### src/hdl/htd_pkg.sv
`timescale 1ns / 1ps

package htd_pkg;

	localparam int MAX_NODES = 512;
	localparam int IDX_W     = 9;
	localparam int SYM_W     = 8;
	localparam int BYTE_W    = 8;
	localparam int NBITS_W   = 4;

	localparam logic [NBITS_W-1:0] BYTE_BITS = NBITS_W'(BYTE_W);

	localparam logic KIND_NODE = 1'b0;
	localparam logic KIND_DATA = 1'b1;

	typedef struct packed {
		logic               kind;
		logic [IDX_W-1:0]   node_index;
		logic [IDX_W-1:0]   left_child;
		logic [IDX_W-1:0]   right_child;
		logic               is_leaf;
		logic [SYM_W-1:0]   leaf_symbol;
		logic [BYTE_W-1:0]  data_byte;
		logic [NBITS_W-1:0] valid_bits;
	} in_word_t;

	typedef struct packed {
		logic [SYM_W-1:0] symbol;
		logic             last_of_run;
	} out_word_t;

	typedef struct packed {
		logic [IDX_W-1:0] left;
		logic [IDX_W-1:0] right;
		logic             leaf;
		logic [SYM_W-1:0] sym;
	} node_entry_t;

	typedef struct packed {
		logic             en;
		logic [IDX_W-1:0] addr;
		node_entry_t      entry;
	} node_wr_t;

	typedef struct packed {
		logic             en;
		logic [IDX_W-1:0] addr;
	} node_rd_t;

endpackage

### src/hdl/htd_walker.sv
`timescale 1ns / 1ps

module htd_walker (
	input  logic                 clk,
	input  logic                 arst_n,
	input  logic                 in_valid,
	output logic                 in_ready,
	input  htd_pkg::in_word_t    in_data,
	output logic                 out_valid,
	input  logic                 out_ready,
	output htd_pkg::out_word_t   out_data,
	input  logic                 cfg_we,
	input  logic [8:0]           cfg_wdata,
	output htd_pkg::node_wr_t    wr,
	output htd_pkg::node_rd_t    rd,
	input  htd_pkg::node_entry_t rd_data
);
	import htd_pkg::*;

	typedef enum logic {
		ST_IDLE,
		ST_STEP
	} state_t;

	state_t             state_q;
	logic [IDX_W-1:0]   root_q;
	logic [IDX_W-1:0]   walk_q;
	logic [BYTE_W-1:0]  bits_q;
	logic [NBITS_W-1:0] cnt_q;
	logic               chk_q;
	logic [SYM_W-1:0]   hold_q;
	logic               hold_vld_q;
	logic               out_valid_q;
	out_word_t          out_data_q;

	logic               accept;
	logic               slot_free;
	logic               leaf_hit;
	logic               out_push;
	logic [IDX_W-1:0]   child;

	assign in_ready  = (state_q == ST_IDLE);
	assign accept    = in_valid && in_ready;
	assign slot_free = !out_valid_q || out_ready;
	assign leaf_hit  = chk_q && rd_data.leaf;
	assign child     = bits_q[BYTE_W-1] ? rd_data.right : rd_data.left;
	assign out_push  = (state_q == ST_STEP) && hold_vld_q && slot_free
		&& (leaf_hit || (cnt_q == '0));

	assign out_valid = out_valid_q;
	assign out_data  = out_data_q;

	always_comb begin
		wr.en          = accept && (in_data.kind == KIND_NODE);
		wr.addr        = in_data.node_index;
		wr.entry.left  = in_data.left_child;
		wr.entry.right = in_data.right_child;
		wr.entry.leaf  = in_data.is_leaf;
		wr.entry.sym   = in_data.leaf_symbol;
	end

	always_comb begin
		rd.en   = 1'b0;
		rd.addr = walk_q;
		case (state_q)
			ST_IDLE: begin
				rd.en = accept && (in_data.kind == KIND_DATA);
			end
			ST_STEP: begin
				if (leaf_hit) begin
					rd.en   = !hold_vld_q || slot_free;
					rd.addr = root_q;
				end else if (cnt_q != '0) begin
					rd.en   = 1'b1;
					rd.addr = child;
				end
			end
			default: begin
				rd.en = 1'b0;
			end
		endcase
	end

	always_ff @(posedge clk or negedge arst_n) begin
		if (!arst_n) begin
			state_q     <= ST_IDLE;
			root_q      <= '0;
			walk_q      <= '0;
			cnt_q       <= '0;
			chk_q       <= 1'b0;
			hold_vld_q  <= 1'b0;
			out_valid_q <= 1'b0;
		end else begin
			if (out_ready && !out_push) begin
				out_valid_q <= 1'b0;
			end
			if (cfg_we) begin
				root_q <= cfg_wdata;
				walk_q <= cfg_wdata;
			end
			case (state_q)
				ST_IDLE: begin
					if (accept && (in_data.kind == KIND_DATA)) begin
						bits_q  <= in_data.data_byte;
						cnt_q   <= (in_data.valid_bits > BYTE_BITS) ? BYTE_BITS
							: in_data.valid_bits;
						chk_q   <= 1'b0;
						state_q <= ST_STEP;
					end
				end
				ST_STEP: begin
					if (leaf_hit) begin
						// push the older symbol, keep the new one until we know it is last
						if (!hold_vld_q || slot_free) begin
							if (hold_vld_q) begin
								out_valid_q            <= 1'b1;
								out_data_q.symbol      <= hold_q;
								out_data_q.last_of_run <= 1'b0;
							end
							hold_q     <= rd_data.sym;
							hold_vld_q <= 1'b1;
							walk_q     <= root_q;
							chk_q      <= 1'b0;
						end
					end else if (cnt_q != '0) begin
						walk_q <= child;
						bits_q <= {bits_q[BYTE_W-2:0], 1'b0};
						cnt_q  <= cnt_q - NBITS_W'(1);
						chk_q  <= 1'b1;
					end else if (hold_vld_q) begin
						if (slot_free) begin
							out_valid_q            <= 1'b1;
							out_data_q.symbol      <= hold_q;
							out_data_q.last_of_run <= 1'b1;
							hold_vld_q             <= 1'b0;
							state_q                <= ST_IDLE;
						end
					end else begin
						state_q <= ST_IDLE;
					end
				end
				default: begin
					state_q <= ST_IDLE;
				end
			endcase
		end
	end

endmodule

### config.mk
export PLATFORM = sky130hd
export DESIGN_NAME = htd_walker
export DESIGN_NICKNAME = d
export VERILOG_FILES = /design/src/hdl/htd_pkg.sv /design/src/hdl/htd_walker.sv
export SDC_FILE = /design/constraint.sdc
export NUM_CORES = 1
export LEC_CHECK = 0
export ABC_CLOCK_PERIOD_IN_PS = 6000
export BUFFER_PORTS_ARGS = -buffer_cell sky130_fd_sc_hd__buf_4
export CAP_MARGIN = 10
export CORE_MARGIN = 2
export CORE_UTILIZATION = 45
export CTS_BUF_LIST = sky130_fd_sc_hd__clkbuf_8 sky130_fd_sc_hd__clkbuf_16
export DETAILED_ROUTE_END_ITERATION = 8
export HOLD_SLACK_MARGIN = 0.05
export PLACE_DENSITY = 0.86
export SYNTH_ARGS = -nofsm -noshare
export SYNTH_HDL_FRONTEND = slang
export SYNTH_SLANG_ARGS = --single-unit
### constraint.sdc
create_clock -name clk -period 6 [get_ports clk]
set_clock_uncertainty 0.15 [all_clocks]
set_input_delay 1.8 -clock clk [delete_from_list [all_inputs] [get_ports clk]]
set_output_delay 1.8 -clock clk [all_outputs]
set_load 0.05 [all_outputs]
==> impl_metrics.env <==
export IMPL_status="finished clean"
export IMPL_syn_nets=325
export IMPL_min_period_ps=4850
export IMPL_cp_data_arrival_time_ps=2900
export IMPL_cts_max_path_buffers=2
export IMPL_ys_ff_latch=51
export IMPL_numCtsBuffers=5
export IMPL_grt_pass1_vias=1775
export IMPL_synth_edf_count=25
export IMPL_start_util_pct=45.8
export IMPL_syn_inst=234
export IMPL_fillers=518
export IMPL_clk_pin_slew_worst_paths_ps=80
export IMPL_yosysTopAreaCell="edfxtp_1"
export IMPL_totalPowerFinal_mw=1.55
export IMPL_setup_slack_ps=1150
export IMPL_power_density_nw_per_um2=492
export IMPL_min_from="hold_q[4]"
export IMPL_drv_slew=0
export IMPL_min_path_cells=0
export IMPL_area_growth_pct=17.6
export IMPL_drt_wirelength_per_cell_um=15.8
export IMPL_slowest_delay_ps=310
export IMPL_drc_errors=0
export IMPL_irDropWorstVdd_mv=0.244
export IMPL_wl_mm=5.50
export IMPL_synth_warnings=0
export IMPL_yosysSeqAreaShare_pct=52.3
export IMPL_viasPerCell=5.36
export IMPL_fin_cells=347
export IMPL_design_area_um2=3150
export IMPL_path_cells="buf_4 > a21bo_2 > nor3_1 > a221o_1 > buf_4"
export IMPL_syn_cell_area_um2=2680
export IMPL_ioPinCount=148
export IMPL_ys_top_cells_by_area="edfxtp_1, dfrtp_1, buf_4, a221o_1, o21ai_0"
export IMPL_track_usage_pct=16.9
export IMPL_async_flop_share_pct=51.0
export IMPL_cts_tree="yes"
export IMPL_dp_cells=339
export IMPL_drive_above_1_share_pct=37.5
export IMPL_clk_latency_ps=300
export IMPL_use_met1_pct=22.3
export IMPL_io_buffers=75
export IMPL_finalHoldViolCount=0
export IMPL_cp_slowest_cell="nor3_1"
export IMPL_cts_repair_resized=0
export IMPL_crit_type="in -> out"
export IMPL_grt_pass1_wl_mm=8.41
export IMPL_num_rows=28
export IMPL_drtPass1Iterations=4
export IMPL_postCtsSetupRepairBufs=0
export IMPL_place_area_um2=3020
export IMPL_fin_nets=362
export IMPL_cp_start_kind="input port"
export IMPL_setup_viol=0
export IMPL_core_um2=5850
export IMPL_clock_fmax_ghz=0.206
export IMPL_drt_iter0_drc=107
export IMPL_r2r_end="out_data[6]"
export IMPL_hold_path_class="reg -> reg"
export IMPL_cts_root_buf="clkbuf_8"
export IMPL_overflow=0
export IMPL_synthFlopType="dfrtp_1"
export IMPL_use_met2_pct=26.8
export IMPL_yosysMostFrequentCell="buf_4"
export IMPL_tightest_slew_ps=869
export IMPL_pre_cts_ws_ps=1160
export IMPL_hpwl_mm=4.02
export IMPL_p_leak_nw=1.41
export IMPL_antenna_found_initial=0
export IMPL_die_x_um=81.2
export IMPL_tns_ps=0
export IMPL_cts_hold_buf=0
export IMPL_die_area_um2=6590
export IMPL_syn_area_per_cell_um2=11.4
export IMPL_htreeDepth=2
export IMPL_crit_family="compound AO/OA/AOI/OAI gates"
export IMPL_ant_nets=0
export IMPL_num_antenna_cells=0
export IMPL_routabilityCongestion=0.810
export IMPL_cp_required_ps=4050
export IMPL_crit_path_max_fanout=12
export IMPL_num_vias=1860
export IMPL_numClockSinks=51
export IMPL_r2r_start="cnt_q[0]"
export IMPL_crit_buf_inv=2
export IMPL_crit_top_cell="buf_4"
export IMPL_maxCapViolations=0
export IMPL_rsz0062_at_grt="no"
export IMPL_grt_max_degree=30
export IMPL_synth_distinct_cells=40
export IMPL_grt_busiest_layer="met2"
export IMPL_grtUsageMet3_pct=4.44
export IMPL_slew_headroom_pct=41.8
export IMPL_synth_common_cells="buf_4, dfrtp_1, edfxtp_1"
export IMPL_finalCritPeriodShare_pct=80.8
export IMPL_yosysTopAreaCellShare_pct=28.0
export IMPL_endpoint_kind="primary output"
export IMPL_reg2reg_depth=6
export IMPL_die_y_um=81.2
export IMPL_worstHoldEndpoint="out_data[5]"
export IMPL_rrSetupSlack_ps=3570
==> routing by layer <==
layer  up-vias  share of wire [%]
li1        877                  -
met1       878                 41
met2        84                 50
met3        21                6.6
met4         0                2.0
met5         -                  0
==> worst register-to-register path, cell delays in order, from the launching register on <==
cell	delay, ps
dfrtp_1	420
inv_1	70
ha_1	190
nor3b_2	730
nor2_1	130
nor3_1	230
buf_4	210
==> cell families after synthesis <==
family / count (synthesis) / share of synthesized area [%]
and+or+nand+nor: 46 / 9.67
DFF: 51 / 52.3
AOI/OAI and AO/OA: 51 / 15.6
muxes: 17 / 6.73
buffers and inverters: 68 / 15.3
adders and majority gates: 1 / 0.467
==> sequential cells by signal, indices dropped and copies added, names as in the netlist, 4 cells and up <==
register,flops
root_q,9
hold_q,8
out_data,9
walk_q,9
cnt_q,4
bits_q,8
==> area by class of cell <==
type                            instances  area, um^2  area share, %
Clock buffer                            5        68.8           2.19
Inverter                               22        82.6           2.62
Sequential cell                        51        1400           44.5
Multi-Input combinational cell        115         868           27.6
Tap cell                               75        93.8           2.98
Timing Repair Buffer                   76         571           18.1
Clock inverter                          3        63.8           2.03
==> report_power, final <==
group | internal, mW | leakage [nW] | switching [mW]
logic | 0.284 | 0.801 | 0.441
clock network | 0.165 | 0.0695 | 0.107
registers | 0.474 | 0.539 | 0.0785
total | 0.923 | 1.41 | 0.627
==> cell usage in the layout (no fill, tap or decap), types with 2 or more instances in the layout <==
| cell | count |
|---|---|
| buf_4 | 76 |
| dfrtp_1 | 26 |
| edfxtp_1 | 25 |
| inv_1 | 23 |
| o21ai_0 | 19 |
| a221o_1 | 18 |
| nand2_1 | 12 |
| nor3_1 | 11 |
| mux2i_1 | 9 |
| mux2_2 | 8 |
| clkbuf_8 | 5 |
| nor2b_1 | 4 |
| nand3_1 | 4 |
| nand2b_1 | 3 |
| and2_1 | 2 |
| nand3b_1 | 2 |
| o22ai_1 | 2 |
| bufinv_16 | 2 |
==> through the flow <==
| stage | hold slack, ps | utilization [%] |
|---|---|---|
| after floorplan | 250 | - |
| after global placement | 252 | 51.6 |
| after detailed placement | 258 | 51.6 |
| after CTS | 277 | 53.8 |
| after global routing | 280 | 53.8 |
| final | 275 | 53.8 |
==> worst max-delay path by stage <==
| stage | from | end | slack, ps | cells past startpoint |
|---|---|---|---|---|
| 6_report | rd_data[8] | rd[3] | 1150 | 5 |
| 5_1_grt | rd_data[8] | rd[1] | 1090 | 5 |
| 4_1_cts | out_ready | rd[9] | 1160 | 5 |
| 3_5_place_dp | out_ready | rd[9] | 1160 | 5 |
| 3_3_place_gp | out_ready | rd[9] | 1180 | 5 |
| 2_1_floorplan | in_valid | wr[36] | 1100 | 1 |
No activity file was read; power rests on OpenSTA's default activity.
